### src/hw/rtl/tlf_pkg.sv
// Package of the token lexer: scanner states, token kinds, keyword tables and shared types.
package tlf_pkg;

    typedef enum logic [2:0] {
        ST_START   = 3'd0,
        ST_IDENT   = 3'd1,
        ST_INT     = 3'd2,
        ST_DOT     = 3'd3,
        ST_REAL    = 3'd4,
        ST_COLON   = 3'd5,
        ST_LESS    = 3'd6,
        ST_GREATER = 3'd7
    } scan_state_t;

    typedef logic [5:0] kind_t;

    localparam kind_t K_EOF     = 6'd0;
    localparam kind_t K_ERROR   = 6'd1;
    localparam kind_t K_IDENT   = 6'd2;
    localparam kind_t K_INT     = 6'd3;
    localparam kind_t K_REAL    = 6'd4;
    localparam kind_t K_KW_BASE = 6'd5;
    localparam kind_t K_ASSIGN  = 6'd17;
    localparam kind_t K_EQ      = 6'd18;
    localparam kind_t K_LT      = 6'd19;
    localparam kind_t K_LE      = 6'd20;
    localparam kind_t K_NE      = 6'd21;
    localparam kind_t K_GT      = 6'd22;
    localparam kind_t K_GE      = 6'd23;
    localparam kind_t K_PLUS    = 6'd24;
    localparam kind_t K_MINUS   = 6'd25;
    localparam kind_t K_STAR    = 6'd26;
    localparam kind_t K_SLASH   = 6'd27;
    localparam kind_t K_LPAREN  = 6'd28;
    localparam kind_t K_RPAREN  = 6'd29;
    localparam kind_t K_LBRACK  = 6'd30;
    localparam kind_t K_RBRACK  = 6'd31;
    localparam kind_t K_SEMI    = 6'd32;

    localparam int KW_COUNT = 12;
    localparam int KIND_BITS = 6;

    // Keyword text is right-aligned: the last character sits in the lowest byte.
    localparam logic [39:0] KW_TEXT [KW_COUNT] = '{
        40'("begin"), 40'("end"), 40'("if"), 40'("then"), 40'("else"), 40'("while"),
        40'("do"), 40'("read"), 40'("write"), 40'("sqrt"), 40'("exp"), 40'("log")
    };
    localparam int KW_LEN [KW_COUNT] = '{5, 3, 2, 4, 4, 5, 2, 4, 5, 4, 3, 3};

    typedef struct packed {
        logic first;
        logic second;
    } push_t;

    function automatic logic [7:0] kw_char_at(input int k, input logic [2:0] pos);
        logic [7:0] ch;
        ch = 8'h00;
        if (int'(pos) < KW_LEN[k])
        begin
            ch = KW_TEXT[k][8 * (KW_LEN[k] - 1 - int'(pos)) +: 8];
        end
        return ch;
    endfunction

endpackage

### src/hw/rtl/tlf_scanner.sv
// Scanner state machine of the token lexer: consumes one byte and yields up to two tokens.
module tlf_scanner #(
    parameter int LINE_BITS = 16,
    parameter int COL_BITS  = 12,
    parameter int LEN_BITS  = 8,
    localparam int TOK_W    = 6 + LINE_BITS + COL_BITS + LEN_BITS + 1
) (
    input  logic               clk,
    input  logic               rst_n,
    input  logic               in_fire,
    input  logic [7:0]         char_byte,
    input  logic               end_of_input,
    output tlf_pkg::push_t     push,
    output logic [TOK_W-1:0]   tok0,
    output logic [TOK_W-1:0]   tok1
);
    import tlf_pkg::*;

    localparam logic [LINE_BITS-1:0] LINE_MAX = {LINE_BITS{1'b1}};
    localparam logic [COL_BITS-1:0]  COL_MAX  = {COL_BITS{1'b1}};
    localparam logic [LEN_BITS-1:0]  LEN_MAX  = {LEN_BITS{1'b1}};
    localparam logic [KW_COUNT-1:0]  CAND_ALL = {KW_COUNT{1'b1}};

    scan_state_t          state_reg, state_next;
    logic [COL_BITS-1:0]  start_col_reg, start_col_next;
    logic [LEN_BITS-1:0]  len_reg, len_next;
    logic [KW_COUNT-1:0]  cand_reg, cand_next;
    logic [LINE_BITS-1:0] line_reg, line_next;
    logic [COL_BITS-1:0]  col_reg, col_next;

    logic                 is_end, c_alpha, c_digit, c_space, is_single;
    logic                 used, done, cont;
    kind_t                done_kind, pend_kind, kw_kind, single_kind;
    scan_state_t          open_state;
    logic [LEN_BITS-1:0]  len_inc;
    logic [KW_COUNT-1:0]  cand_cont, cand_fresh;

    logic                 a_valid, b_valid;
    kind_t                a_kind, b_kind;
    logic [COL_BITS-1:0]  a_col, b_col;
    logic [LEN_BITS-1:0]  a_len, b_len;

    assign is_end  = end_of_input || (char_byte == 8'h00);
    assign c_alpha = (char_byte >= "a" && char_byte <= "z") ||
                     (char_byte >= "A" && char_byte <= "Z");
    assign c_digit = char_byte >= "0" && char_byte <= "9";
    assign c_space = (char_byte == " ") || (char_byte >= 8'd9 && char_byte <= 8'd13);
    assign len_inc = (len_reg == LEN_MAX) ? len_reg : len_reg + 1'b1;

    always_comb
    begin
        for (int k = 0; k < KW_COUNT; k++)
        begin
            cand_cont[k]  = cand_reg[k] && (len_reg < LEN_BITS'(KW_LEN[k])) &&
                            (kw_char_at(k, len_reg[2:0]) == char_byte);
            cand_fresh[k] = kw_char_at(k, 3'd0) == char_byte;
        end
    end

    always_comb
    begin
        kw_kind = K_IDENT;
        for (int k = KW_COUNT - 1; k >= 0; k--)
        begin
            if (cand_reg[k] && (len_reg == LEN_BITS'(KW_LEN[k])))
            begin
                kw_kind = K_KW_BASE + KIND_BITS'(k);
            end
        end
    end

    always_comb
    begin
        case (state_reg)
            ST_IDENT:   pend_kind = kw_kind;
            ST_INT:     pend_kind = K_INT;
            ST_REAL:    pend_kind = K_REAL;
            ST_LESS:    pend_kind = K_LT;
            ST_GREATER: pend_kind = K_GT;
            default:    pend_kind = K_ERROR;
        endcase
    end

    always_comb
    begin
        used      = 1'b0;
        done      = 1'b0;
        done_kind = K_ERROR;
        case (state_reg)
            ST_IDENT:   used = c_alpha || c_digit;
            ST_INT:     used = c_digit || (char_byte == ".");
            ST_DOT:     used = c_digit;
            ST_REAL:    used = c_digit;
            ST_COLON:
            begin
                used      = char_byte == "=";
                done      = used;
                done_kind = K_ASSIGN;
            end
            ST_LESS:
            begin
                used      = (char_byte == "=") || (char_byte == ">");
                done      = used;
                done_kind = (char_byte == "=") ? K_LE : K_NE;
            end
            ST_GREATER:
            begin
                used      = char_byte == "=";
                done      = used;
                done_kind = K_GE;
            end
            default:    used = 1'b0;
        endcase
    end

    assign cont = (state_reg != ST_START) && used;

    always_comb
    begin
        is_single  = 1'b0;
        open_state = ST_START;
        if (c_alpha)
        begin
            open_state = ST_IDENT;
        end
        else if (c_digit)
        begin
            open_state = ST_INT;
        end
        else if (char_byte == ":")
        begin
            open_state = ST_COLON;
        end
        else if (char_byte == "<")
        begin
            open_state = ST_LESS;
        end
        else if (char_byte == ">")
        begin
            open_state = ST_GREATER;
        end
        else
        begin
            is_single = !c_space;
        end
    end

    always_comb
    begin
        case (char_byte)
            "=":     single_kind = K_EQ;
            "+":     single_kind = K_PLUS;
            "-":     single_kind = K_MINUS;
            "*":     single_kind = K_STAR;
            "/":     single_kind = K_SLASH;
            "(":     single_kind = K_LPAREN;
            ")":     single_kind = K_RPAREN;
            "[":     single_kind = K_LBRACK;
            "]":     single_kind = K_RBRACK;
            ";":     single_kind = K_SEMI;
            default: single_kind = K_ERROR;
        endcase
    end

    // Next state of the scanner and its position counters.
    always_comb
    begin
        state_next     = state_reg;
        start_col_next = start_col_reg;
        len_next       = len_reg;
        cand_next      = cand_reg;
        line_next      = line_reg;
        col_next       = col_reg;
        if (in_fire)
        begin
            if (is_end)
            begin
                state_next = ST_START;
                len_next   = '0;
                cand_next  = CAND_ALL;
            end
            else
            begin
                if (cont)
                begin
                    if (done)
                    begin
                        state_next = ST_START;
                        len_next   = '0;
                        cand_next  = CAND_ALL;
                    end
                    else
                    begin
                        len_next  = len_inc;
                        cand_next = cand_cont;
                        if (state_reg == ST_INT && char_byte == ".")
                        begin
                            state_next = ST_DOT;
                        end
                        else if (state_reg == ST_DOT)
                        begin
                            state_next = ST_REAL;
                        end
                    end
                end
                else if (c_space || is_single)
                begin
                    state_next = ST_START;
                    len_next   = '0;
                    cand_next  = CAND_ALL;
                    if (is_single)
                    begin
                        start_col_next = col_reg;
                    end
                end
                else
                begin
                    state_next     = open_state;
                    start_col_next = col_reg;
                    len_next       = LEN_BITS'(1);
                    cand_next      = cand_fresh;
                end
                if (char_byte == 8'h0A)
                begin
                    line_next = (line_reg == LINE_MAX) ? line_reg : line_reg + 1'b1;
                    col_next  = COL_BITS'(1);
                end
                else
                begin
                    col_next = (col_reg == COL_MAX) ? col_reg : col_reg + 1'b1;
                end
            end
        end
    end

    // Tokens caused by the current byte, in the order they are delivered.
    always_comb
    begin
        a_valid = 1'b0;
        a_kind  = pend_kind;
        a_col   = start_col_reg;
        a_len   = len_reg;
        b_valid = 1'b0;
        b_kind  = single_kind;
        b_col   = col_reg;
        b_len   = LEN_BITS'(1);
        if (is_end)
        begin
            a_valid = state_reg != ST_START;
            b_valid = 1'b1;
            b_kind  = K_EOF;
            b_len   = '0;
        end
        else if (cont)
        begin
            a_valid = done;
            a_kind  = done_kind;
            a_len   = len_inc;
        end
        else
        begin
            a_valid = state_reg != ST_START;
            b_valid = is_single;
        end
    end

    assign push.first  = in_fire && (a_valid || b_valid);
    assign push.second = in_fire && a_valid && b_valid;
    assign tok1 = {1'b1, b_len, b_col, line_reg, b_kind};
    assign tok0 = a_valid ? {!b_valid, a_len, a_col, line_reg, a_kind} : tok1;

    always_ff @(posedge clk or negedge rst_n)
    begin
        if (!rst_n)
        begin
            state_reg     <= ST_START;
            start_col_reg <= COL_BITS'(1);
            len_reg       <= '0;
            cand_reg      <= CAND_ALL;
            line_reg      <= LINE_BITS'(1);
            col_reg       <= COL_BITS'(1);
        end
        else
        begin
            state_reg     <= state_next;
            start_col_reg <= start_col_next;
            len_reg       <= len_next;
            cand_reg      <= cand_next;
            line_reg      <= line_next;
            col_reg       <= col_next;
        end
    end

endmodule

### src/hw/rtl/tlf_token_fifo.sv
// Four-entry token queue that takes one or two tokens per cycle and delivers one when out_ready is high.
module tlf_token_fifo #(
    parameter int WIDTH = 44
) (
    input  logic             clk,
    input  logic             rst_n,
    input  tlf_pkg::push_t   push,
    input  logic [WIDTH-1:0] d0,
    input  logic [WIDTH-1:0] d1,
    output logic             room,
    output logic             out_valid,
    input  logic             out_ready,
    output logic [WIDTH-1:0] out_data
);
    import tlf_pkg::*;

    localparam int DEPTH = 4;
    localparam int PTR_W = 2;
    localparam int CNT_W = 3;

    logic [WIDTH-1:0] mem_reg [DEPTH];
    logic [PTR_W-1:0] wr_ptr_reg, wr_ptr_next;
    logic [PTR_W-1:0] rd_ptr_reg, rd_ptr_next;
    logic [CNT_W-1:0] count_reg, count_next;
    logic             pop;

    assign pop       = out_valid && out_ready;
    assign out_valid = count_reg != '0;
    assign out_data  = mem_reg[rd_ptr_reg];
    assign room      = count_reg <= CNT_W'(DEPTH - 2);

    always_comb
    begin
        wr_ptr_next = wr_ptr_reg + PTR_W'(push.first) + PTR_W'(push.second);
        rd_ptr_next = rd_ptr_reg + PTR_W'(pop);
        count_next  = count_reg + CNT_W'(push.first) + CNT_W'(push.second) - CNT_W'(pop);
    end

    always_ff @(posedge clk)
    begin
        if (push.first)
        begin
            mem_reg[wr_ptr_reg] <= d0;
        end
        if (push.second)
        begin
            mem_reg[PTR_W'(wr_ptr_reg + 1'b1)] <= d1;
        end
    end

    always_ff @(posedge clk or negedge rst_n)
    begin
        if (!rst_n)
        begin
            wr_ptr_reg <= '0;
            rd_ptr_reg <= '0;
            count_reg  <= '0;
        end
        else
        begin
            wr_ptr_reg <= wr_ptr_next;
            rd_ptr_reg <= rd_ptr_next;
            count_reg  <= count_next;
        end
    end

endmodule

### src/hw/rtl/token_lexer_fsm_unit.sv
// Top level of the token lexer: a byte stream in, a token stream out.
// The slave channel carries one source byte per transfer in s_tdata; s_tlast marks the
// end of the source, and a zero byte acts the same way. The master channel carries one
// token per transfer: kind, line, start column and saturating length in m_tdata, and
// m_tlast on the final token caused by one input transfer.
// A byte is scanned in the cycle it is taken, and its tokens are written to a four-entry
// queue whose head drives the master channel, so each token is registered in the queue
// before it reaches the master channel.
// Throughput is one byte per cycle while the receiver keeps up; a byte that yields two
// tokens needs two master transfers, set by the single-token output port of the queue.
// s_tready is high while the queue has room for two tokens, so it does not
// depend on m_tready in the same cycle; when the receiver stalls, the queue fills and
// the byte stream is held until room returns.
// Reset puts the scanner in its start state at line 1, column 1 and empties the queue.
module token_lexer_fsm_unit #(
    parameter int LINE_BITS = 16,
    parameter int COL_BITS  = 12,
    parameter int LEN_BITS  = 8,
    localparam int DATA_W   = ((6 + LINE_BITS + COL_BITS + LEN_BITS + 7) / 8) * 8
) (
    input  logic              clk,
    input  logic              rst_n,
    input  logic              s_tvalid,
    output logic              s_tready,
    input  logic [7:0]        s_tdata,   // char_byte
    input  logic              s_tlast,   // end_of_input
    output logic              m_tvalid,
    input  logic              m_tready,
    output logic [DATA_W-1:0] m_tdata,   // token_kind, token_line, token_column, token_length
    output logic              m_tlast    // last_of_run
);
    import tlf_pkg::*;

    localparam int TOK_W = 6 + LINE_BITS + COL_BITS + LEN_BITS + 1;

    push_t            push;
    logic             in_fire;
    logic [TOK_W-1:0] tok0, tok1, head;

    assign in_fire = s_tvalid && s_tready;

    tlf_scanner #(
        .LINE_BITS (LINE_BITS),
        .COL_BITS  (COL_BITS),
        .LEN_BITS  (LEN_BITS)
    ) u_scanner (
        .clk          (clk),
        .rst_n        (rst_n),
        .in_fire      (in_fire),
        .char_byte    (s_tdata),
        .end_of_input (s_tlast),
        .push         (push),
        .tok0         (tok0),
        .tok1         (tok1)
    );

    tlf_token_fifo #(
        .WIDTH (TOK_W)
    ) u_fifo (
        .clk       (clk),
        .rst_n     (rst_n),
        .push      (push),
        .d0        (tok0),
        .d1        (tok1),
        .room      (s_tready),
        .out_valid (m_tvalid),
        .out_ready (m_tready),
        .out_data  (head)
    );

    assign m_tdata = DATA_W'(head[TOK_W-2:0]);
    assign m_tlast = head[TOK_W-1];

endmodule

### config.mk
export PLATFORM = sky130hd
export DESIGN_NAME = token_lexer_fsm_unit
export DESIGN_NICKNAME = d
export VERILOG_FILES = /design/src/hw/rtl/tlf_pkg.sv /design/src/hw/rtl/tlf_scanner.sv /design/src/hw/rtl/tlf_token_fifo.sv /design/src/hw/rtl/token_lexer_fsm_unit.sv
export SDC_FILE = /design/constraint.sdc
export NUM_CORES = 1
export LEC_CHECK = 0
export BUFFER_PORTS_ARGS = -buffer_cell sky130_fd_sc_hd__buf_2
export CORE_UTILIZATION = 61
export CTS_CLUSTER_SIZE = 20
export DETAILED_ROUTE_END_ITERATION = 10
export PLACE_DENSITY_LB_ADDON = 0.1
export SYNTH_ARGS = -nofsm -noshare
export SYNTH_HDL_FRONTEND = slang
export SYNTH_SLANG_ARGS = --single-unit
### constraint.sdc
create_clock -name clk -period 4.4 [get_ports clk]
set_input_delay 0.88 -clock clk [delete_from_list [all_inputs] [get_ports clk]]
set_output_delay 0.88 -clock clk [all_outputs]
set_load 0.01 [all_outputs]
==> reports/results.ini, run 1 <==
[global_routing]
grtUsageTotal_pct = 31.4
antenna_violations_before_repair = 0
grt_pass1_vias = 9931
grt_first_pass_wirelength_um = 54900
largest_net_degree_at_the_start_of_global_routing = 71
global_route.overflow_total = 0

[timing]
final.period_utilization_pct = 82.7
final-setup-viol-count = 0
tightestPinTransition_ns = 1.14
highest_clock_frequency_the_design_can_meet_ghz = 0.275
period_needed_ns = 3.64
grt_setup_unrepaired = no
tns_ns = 0
maxSlewViolCount = 0
fin_hold_ws_ns = 0.450
hold_viol = 0
final.setup_skew_ns = 0.0101
maxSlewHeadroom_pct = 23.5

[yosys]
synthDominantCellAreaShare_pct = 30.9
synthesis.yosys.warnings = 0
synthesis.area_um2 = 13600
synth.most_common_cell = edfxtp_1
distinct_cell_type_count_after_synthesis = 86
synth_area_leader_cell = edfxtp_1
yosys-top-cells-area = edfxtp_1 (31%), dfrtp_1 (10%), mux4_2 (7.1%)
synth-edff-count = 140
synthesis.instances = 1244
synth_top_flop_cell = edfxtp_1
post_synth.cell_area_avg_um2 = 10.9
yosys_register_bits = 242
synth_top_cells_by_count = edfxtp_1 (140), nor2_1 (84), nand2_1 (75)
synth.yosys.seq_area_share_pct = 48.6
async_sr_flop_fraction_pct = 28.9

[min_path]
worst_hold_launch = u_fifo.mem_reg[2][35]
min_path_type = flip-flop to flip-flop
min_path_cells = 2

[run_status]
outcome = finished, final reports clean

[routing]
remaining_drc_errors = 0
drt_first_pass_iters = 5
first_iter_violations = 791
routed_wl_um = 34800
route.antenna.remaining_nets = 0
detailroute.via_count = 10456
wl_per_cell_um = 21.9
post_drt_via_cell_ratio = 6.58

[critical_path]
worst_path_max_delay_cell = or4_1
critical_path_depth = 11
timing.critical_path.cells = buf_2 > or4_1 > or4b_1 > o21ai_1 > o21ai_1 > and3_1 > inv_1 > ha_1 > fa_1 > inv_1 > fa_1
critPathLaunchType = input port
required_ns = 4.81
critical_path.max_fanout = 12
r2r_cells = 6
worstReg2RegStart = u_scanner.state_reg[1]
path_delay_family = simple AND/OR/NAND/NOR gates
cp_num_buf_inv = 3
arrival_ns = 4.05
setup.worst_path.end_class = flip-flop
setup.worst_path.class = input port to flip-flop
cp-startpoint = s_tdata[4]
worst_path_largest_cell_delay_ns = 0.56

[cts]
clock_path_buffers = 3
cts-buffers-inserted = 26
post_cts.resized_instances = 0
post_cts.repair.setup_buffers = 0
worst_setup_hold_path_clk_slew_ns = 0.06
cts_hold_repair.buffers = 0
cts.htree.levels = 1
cts_tree = built
tritoncts_num_sinks = 242
insertion_delay_ns = 0.54
clk_root_buffer_cell = clkbuf_16

[cells_and_area]
share_of_final_layout_standard_cells_stronger_than_drive_strength_1_pct = 19.6
final_net_count = 1321
largest_reg_flops = 172
antennaDiodeCount = 0
area_growth_pct = 11.6

[floorplan]
die-width_um = 151
core_area_um2 = 21800
floorplan.die_area_um2 = 22900
initial_core_util_pct = 62.3
io_pins = 64
std_cell_rows = 54
die_outline_height_um = 151

[flow_run]
timing.max_cap.violations = 0

[power]
max-vdd-ir-drop_uv = 307
power.leakage_uw = 0.00572
powerDensity_nw_per_um2 = 524

[placement]
detailed_place_hpwl_um = 24000
gpl.final_weighted_congestion = 0.961
port_buffers = 57

## power breakdown
part	internal, µW	total [µW]	switching (µW)
logic	1110	2590	1480
registers	2780	3080	298
clock network	1380	2290	911
## cell families (layout without fill, tap and decap cells)
logic type	after synthesis	after routing	share of synthesized area, %
multiplexers	68	68	9.11
AO/OA/AOI/OAI	318	318	16.7
adder cells (fa/ha/maj)	20	20	2.01
flip-flops	242	242	48.6
buffers and inverters	132	191	4.19
XOR/XNOR	44	44	2.83
AND/OR/NAND/NOR	419	419	16.5
other	1	6	0.0276
## area by class of cell
| cell class | instances | area [µm²] |
|---|---|---|
| clock buffers | 33 | 708 |
| inverters | 28 | 105 |
| flip-flops and latches | 242 | 6620 |
| repair buffers | 115 | 761 |
| well taps | 280 | 350 |
| multi-input cells | 875 | 6440 |
| clock inverters | 15 | 193 |
| fillers | 1644 | 6650 |
## path summary, 6_finish.rpt
path	endpoint	slack (ns)
max in group asynchronous	u_fifo.rd_ptr_reg[1]	3.24
min in group asynchronous	u_scanner.len_reg[1]	0.50
setup / recovery	u_fifo.count_reg[1]	0.76
hold reg to reg	u_fifo.mem_reg[2][35]	0.45
hold / removal	u_fifo.mem_reg[2][35]	0.45
setup reg to reg	u_fifo.mem_reg[2][23]	0.95
## worst register-to-register path, cell delays in order (launching register included)
cell and delay, ns:
dfrtp_1 0.57, nor2_1 0.38, a21oi_1 0.13, a31oi_1 0.72
o221ai_1 0.32, o21ai_1 0.94, a22o_1 0.26
## layout by cell type (no fill, tap or decap), drive strengths merged, types with 10 or more instances in the layout
cell type and instances:
clkbuf 33, mux2 16, nor4 16, nand3 43
edfxtp 140, dfrtp 55, nand4 17, nor2 86
nand2 75, ha 17, and3 17, a21oi 59
a22o 60, nor3 27, dfxtp 32, inv 28
xnor2 25, and2 63, a211oi 14, o21a 11
nor2b 17, mux4 43, o22ai 30, a31oi 21
o21ai 47, dfstp 15, clkinv 10, buf 115
xor2 19
## per-stage QoR
stage / total power, µW / utilization [%] / cell area (µm²) / setup WS, ns / cells
2_1_floorplan: 4830 / - / 13600 / 0.0236 / 1249
3_3_place_gp: 5650 / 65.4 / 14300 / 0.304 / 1540
3_5_place_dp: 5700 / 65.4 / 14300 / 0.237 / 1540
4_1_cts: 7980 / 69.5 / 15200 / 0.796 / 1588
5_1_grt: 8350 / 69.5 / 15200 / 0.557 / 1588
6_report: 7950 / 69.5 / 15200 / 0.760 / 1588
## layer usage
layer | up-vias | global-route usage [%] | wire length [µm]
met5 | - | 0 | 0
li1 | 4808 | - | -
met3 | 69 | 3.61 | 2220
met1 | 5170 | 44.9 | 15200
met4 | 0 | 10.4 | 866
met2 | 409 | 49.7 | 16500
Note: power is estimated with default switching activity, not from simulation.
==> inputs of run 2 (changes only) <==
--- a/config.mk
+++ b/config.mk
@@ -6,7 +6,7 @@
 export NUM_CORES = 1
 export LEC_CHECK = 0
 export BUFFER_PORTS_ARGS = -buffer_cell sky130_fd_sc_hd__buf_2
-export CORE_UTILIZATION = 61
+export CORE_UTILIZATION = 56
 export CTS_CLUSTER_SIZE = 20
 export DETAILED_ROUTE_END_ITERATION = 10
 export PLACE_DENSITY_LB_ADDON = 0.1
==> constraint.sdc (replaced) <==
create_clock -name clk -period 3.3 [get_ports clk]
set_input_delay 0.66 -clock clk [delete_from_list [all_inputs] [get_ports clk]]
set_output_delay 0.66 -clock clk [all_outputs]
set_load 0.01 [all_outputs]
==> run 2 against run 1 <==
Combinational power increased by 49%. Wire length increased by 7.4%. Critical path depth shrank 1. Critical path type is now flip-flop to flip-flop. Highest routed layer unchanged.
==> reports/results.ini, run 2 (same netlist as run 1, synthesis figures left out) <==
[cells_and_area]
largest_reg_flops = 172
area_growth_pct = 18.4
layout.core_utilization_pct = 68.2
layout.cells.most_common = edfxtp_1
finish.instance_area_um2 = 16100
antennaDiodeCount = 0
share_of_final_layout_standard_cells_stronger_than_drive_strength_1_pct = 26.1
layout.filler_cells = 1832
final_net_count = 1409
most-common-layout-cells = edfxtp_1 (140), buf_4 (134), nor2_1 (84), nand2_1 (74), and2_1 (62)

[global_routing]
grt_first_pass_wirelength_um = 58700
largest_net_degree_at_the_start_of_global_routing = 46
global_route.overflow_total = 0
grtUsageTotal_pct = 31.0
grt_pass1_vias = 10516
antenna_violations_before_repair = 0

[power]
power_frac_clock_pct = 27.8
sequentialPowerShare_pct = 37.3
power.leakage_uw = 0.00620
combinationalPowerShare_pct = 34.9
switching_power_as_a_share_of_total_power_pct = 33.9
powerDensity_nw_per_um2 = 683
max-vdd-ir-drop_uv = 497
p_switching_uw = 3740
power_report.internal_total_uw = 7270

[timing]
maxSlewHeadroom_pct = 53.8
tightestPinTransition_ns = 0.693
final.period_utilization_pct = 91.4
final-setup-viol-count = 0
highest_clock_frequency_the_design_can_meet_ghz = 0.332
final.setup_skew_ns = 0.00828
maxSlewViolCount = 0
period_needed_ns = 3.01
hold_viol = 0
grt_setup_unrepaired = no

[critical_path]
setup.worst_path.class = flip-flop to flip-flop
critPathLaunchType = flip-flop
critical_path.max_fanout = 9
setup.worst_path.end_class = flip-flop
required_ns = 3.71
arrival_ns = 3.43

[placement]
detailed_place_hpwl_um = 27000
place_area_um2 = 15200
port_buffers = 57
gpl.final_weighted_congestion = 0.969

[routing]
routed_wl_um = 37400
drt_first_pass_iters = 5
remaining_drc_errors = 0
detailroute.via_count = 10770
post_drt_via_cell_ratio = 6.28
first_iter_violations = 863
wl_per_cell_um = 21.8
route.antenna.remaining_nets = 0

[run_status]
outcome = finished, final reports clean

[floorplan]
core_area_um2 = 23600
die-width_um = 158
std_cell_rows = 56
io_pins = 64
floorplan.die_area_um2 = 24900
initial_core_util_pct = 57.6
die_outline_height_um = 158

[cts]
clock_path_buffers = 3
worst_setup_hold_path_clk_slew_ns = 0.06
cts.htree.levels = 1
cts_tree = built
cts_hold_repair.buffers = 0
tritoncts_num_sinks = 242
insertion_delay_ns = 0.54
post_cts.repair.setup_buffers = 0
cts-buffers-inserted = 26
post_cts.resized_instances = 0
clk_root_buffer_cell = clkbuf_16

[min_path]
min_path_type = input port to asynchronous set/reset pin

[flow_run]
timing.max_cap.violations = 0

-- run 2: cell types whose count changed in the layout (fill, tap and decap cells not counted), moves of 4 or more --
cell,previous run,this run
clkbuf_1,5,1
buf_12,3,13
buf_4,56,134
clkbuf_8,1,5
-- run 2: worst paths after layout --
kind | startpoint | end | slack [ns] | cells after the start
max | u_scanner.state_reg[2] | u_fifo.count_reg[1] | 0.29 | 10
min | rst_n | u_scanner.state_reg[0] | 0.16 | 1
max reg2reg | u_scanner.state_reg[2] | u_fifo.count_reg[1] | 0.29 | 10
min reg2reg | u_fifo.mem_reg[2][35] | u_fifo.mem_reg[2][35] | 0.45 | 2
max in group asynchronous | rst_n | u_scanner.line_reg[0] | 2.36 | 2
min in group clk | u_fifo.mem_reg[2][35] | u_fifo.mem_reg[2][35] | 0.45 | 2
-- run 2: through the flow --
step | TNS [ns] | cells | total power (µW) | worst slack, ns | hold slack [ns]
final | 0 | 1715 | 11000 | 0.285 | 0.162
after global routing | 0 | 1715 | 11500 | 0.147 | 0.205
after CTS | 0 | 1715 | 11000 | 0.302 | 0.182
after detailed placement | -3.78 | 1667 | 8000 | -0.183 | 0.446
after global placement | -2.36 | 1667 | 7940 | -0.124 | 0.439
after floorplan | -0.174 | 1249 | 6510 | -0.138 | 0.364
-- run 2: layout make-up --
class / instances / area, µm² / share of cell area (%)
Sequential cell: 242 / 6620 / 41.1
Multi-Input combinational cell: 875 / 6530 / 40.5
Timing Repair Buffer: 203 / 1550 / 9.60
Clock buffer: 32 / 723 / 4.49
Tap cell: 319 / 399 / 2.48
Clock inverter: 16 / 193 / 1.20
Inverter: 28 / 105 / 0.652
-- run 2: critical path, cell delays in order, from the launching register on --
cell,delay [ns]
dfrtp_1,0.53
or3b_2,0.56
a21oi_1,0.20
o21ai_0,0.13
o211a_1,0.19
and3_4,0.19
inv_1,0.08
ha_4,0.20
fa_2,0.35
inv_2,0.06
fa_1,0.39
-- run 2: metal layers --
| layer | vias up | wire length [µm] | GRT usage, % |
|---|---|---|---|
| li1 | 5001 | - | - |
| met2 | 392 | 18300 | 53.2 |
| met5 | - | 0 | 0 |
| met4 | 0 | 1150 | 10.1 |
| met1 | 5292 | 15600 | 40.4 |
| met3 | 85 | 2330 | 4.19 |
-- run 2: power by group through the flow --
stage	clock network [µW]	registers [µW]	logic (µW)
2_1_floorplan	0	3910	2600
3_3_place_gp	0	4140	3800
4_1_cts	3090	4100	3860
6_report	3060	4100	3850
5_1_grt	3200	4150	4170
3_5_place_dp	0	4160	3840
==> inputs of run 3 (changes only) <==
--- a/config.mk
+++ b/config.mk
@@ -6,10 +6,11 @@
 export NUM_CORES = 1
 export LEC_CHECK = 0
 export BUFFER_PORTS_ARGS = -buffer_cell sky130_fd_sc_hd__buf_2
-export CORE_UTILIZATION = 56
+export CORE_UTILIZATION = 61
 export CTS_CLUSTER_SIZE = 20
 export DETAILED_ROUTE_END_ITERATION = 10
 export PLACE_DENSITY_LB_ADDON = 0.1
+export SETUP_SLACK_MARGIN = 0.2
 export SYNTH_ARGS = -nofsm -noshare
 export SYNTH_HDL_FRONTEND = slang
 export SYNTH_SLANG_ARGS = --single-unit
==> constraint.sdc (replaced) <==
create_clock -name clk -period 3.63 [get_ports clk]
set_input_delay 0.726 -clock clk [delete_from_list [all_inputs] [get_ports clk]]
set_output_delay 0.726 -clock clk [all_outputs]
set_load 0.01 [all_outputs]
==> run 3 against run 2 <==
Clock-buffer cell count is 3 lower. Via count is 0.16% higher. Die area is 8.1% lower. Sequential share of layout area is 1.0 points higher. Non-clock buffer count is 44 lower. Utilization is 3.8 points higher. Global-route usage is 2.3 points higher. Final area is 2.4% lower.
==> reports/results.ini, run 3 (same netlist as run 1, synthesis figures left out) <==
[floorplan]
floorplan.die_area_um2 = 22900
core_area_um2 = 21800
io_pins = 64
initial_core_util_pct = 62.3
die-width_um = 151
std_cell_rows = 54
die_outline_height_um = 151

[critical_path]
timing.critical_path.cells = buf_2 > or4_4 > o221ai_4 > nand2_1 > o21ai_1 > o211ai_1 > nor2_1 > a22o_1
arrival_ns = 3.54
worst_path_max_delay_cell = nor2_1
cp_num_buf_inv = 1
worst_path_largest_cell_delay_ns = 0.80
setup.worst_path.end_class = flip-flop
setup.worst_path.class = input port to flip-flop
critical_path.max_fanout = 12
required_ns = 4.03
critPathLaunchType = input port
path_delay_family = simple AND/OR/NAND/NOR gates

[routing]
post_drt_via_cell_ratio = 6.61
detailroute.via_count = 10787
wl_per_cell_um = 22.6
remaining_drc_errors = 0
route.antenna.remaining_nets = 0
drt_first_pass_iters = 6
routed_wl_um = 36800
first_iter_violations = 970

[timing]
tns_ns = 0
fin_hold_ws_ns = 0.364
final.period_utilization_pct = 86.5
tightestPinTransition_ns = 1.01
grt_setup_unrepaired = no
hold_viol = 0
highest_clock_frequency_the_design_can_meet_ghz = 0.319
maxSlewViolCount = 0
maxSlewHeadroom_pct = 32.3
final-setup-viol-count = 0
period_needed_ns = 3.14
final.setup_skew_ns = 0.0148

[cells_and_area]
final_net_count = 1365
largest_reg_flops = 172
antennaDiodeCount = 0
layout.cells.most_common = edfxtp_1
area_growth_pct = 15.6
share_of_final_layout_standard_cells_stronger_than_drive_strength_1_pct = 23.3
most-common-layout-cells = edfxtp_1 (140), buf_4 (90), nor2_1 (84), nand2_1 (74), and2_1 (62)
instances_no_fill = 1632

[cts]
cts_tree = built
cts_hold_repair.buffers = 0
post_cts.resized_instances = 0
cts-buffers-inserted = 26
cts.htree.levels = 1
insertion_delay_ns = 0.54
clk_root_buffer_cell = clkbuf_16
tritoncts_num_sinks = 242
post_cts.repair.setup_buffers = 0
worst_setup_hold_path_clk_slew_ns = 0.07
clock_path_buffers = 3

[global_routing]
largest_net_degree_at_the_start_of_global_routing = 71
grt_first_pass_wirelength_um = 58100
global_route.overflow_total = 0
grt_pass1_vias = 10396
antenna_violations_before_repair = 0
grtUsageTotal_pct = 33.3

[placement]
port_buffers = 57
dpl.cell_count = 1584
gpl.final_weighted_congestion = 0.983
detailed_place_hpwl_um = 25900

[power]
power_report.internal_total_uw = 6590
combinationalPowerShare_pct = 34.1
finalPower_uw = 9960
sequentialPowerShare_pct = 37.4
switching_power_as_a_share_of_total_power_pct = 33.8
max-vdd-ir-drop_uv = 393
power.leakage_uw = 0.00599
power_frac_clock_pct = 28.5
p_switching_uw = 3370
powerDensity_nw_per_um2 = 634

[run_status]
outcome = finished, final reports clean

[flow_run]
timing.max_cap.violations = 0

[min_path]
min_path_type = input port to asynchronous set/reset pin

-- run 3: cell count changes in the layout (fill, tap and decap cells not counted), sizes merged --
cell,before,now
clkinv,12,11
bufinv,3,5
buf,203,159
clkinvlp,1,2
clkbuf,32,29
inv,28,29
-- run 3: cell type report --
type                    count  area [µm²]
flip-flops and latches    242        6620
multi-input cells         875        6500
fillers                  1564        6100
repair buffers            159        1220
clock buffers              29         682
well taps                 280         350
clock inverters            19         250
inverters                  28         105
-- run 3: metal layers --
metal  share of wire (%)  global-route usage (%)
met5                   0                       0
met3                 7.1                    4.28
met4                 2.6                    10.3
met2                  48                    53.9
met1                  43                    46.7
-- run 3: power by group through the flow --
stage	Clock [µW]	Combinational [µW]	Sequential (µW)
floorplan	0	2340	3560
global placement	0	3330	3740
detailed placement	0	3370	3770
CTS	2880	3390	3720
global route	2970	3680	3760
finish	2840	3400	3720
-- run 3: path summary, 6_finish.rpt --
check | from | endpoint | slack (ns) | cells after the start
worst max-delay path | s_tdata[0] | u_fifo.mem_reg[0][29] | 0.49 | 8
worst min-delay path | rst_n | u_fifo.wr_ptr_reg[0] | 0.36 | 1
worst max register to register | u_scanner.len_reg[5] | u_scanner.cand_reg[3] | 0.55 | 7
worst min register to register | u_fifo.mem_reg[3][40] | u_fifo.mem_reg[3][40] | 0.45 | 2
max in group asynchronous | rst_n | u_fifo.rd_ptr_reg[1] | 2.60 | 1
min in group clk | u_fifo.mem_reg[3][40] | u_fifo.mem_reg[3][40] | 0.45 | 2
-- run 3: per-stage QoR --
stage	setup slack (ns)	cell area, µm²	utilization [%]
2_1_floorplan	0.126	13700	-
3_3_place_gp	0.0636	14800	67.8
3_5_place_dp	0.0199	14800	67.8
4_1_cts	0.395	15700	72.0
5_1_grt	0.298	15700	72.1
6_report	0.491	15700	72.1
-- run 3: worst reg2reg max path, stage by stage, from the launching register on --
cell       delay [ns]
dfrtp_1          0.45
or4_1            0.60
or2_1            0.37
or3_1            0.47
a2111oi_0        0.60
a41oi_1          0.23
a21oi_1          0.16
o22a_1           0.13
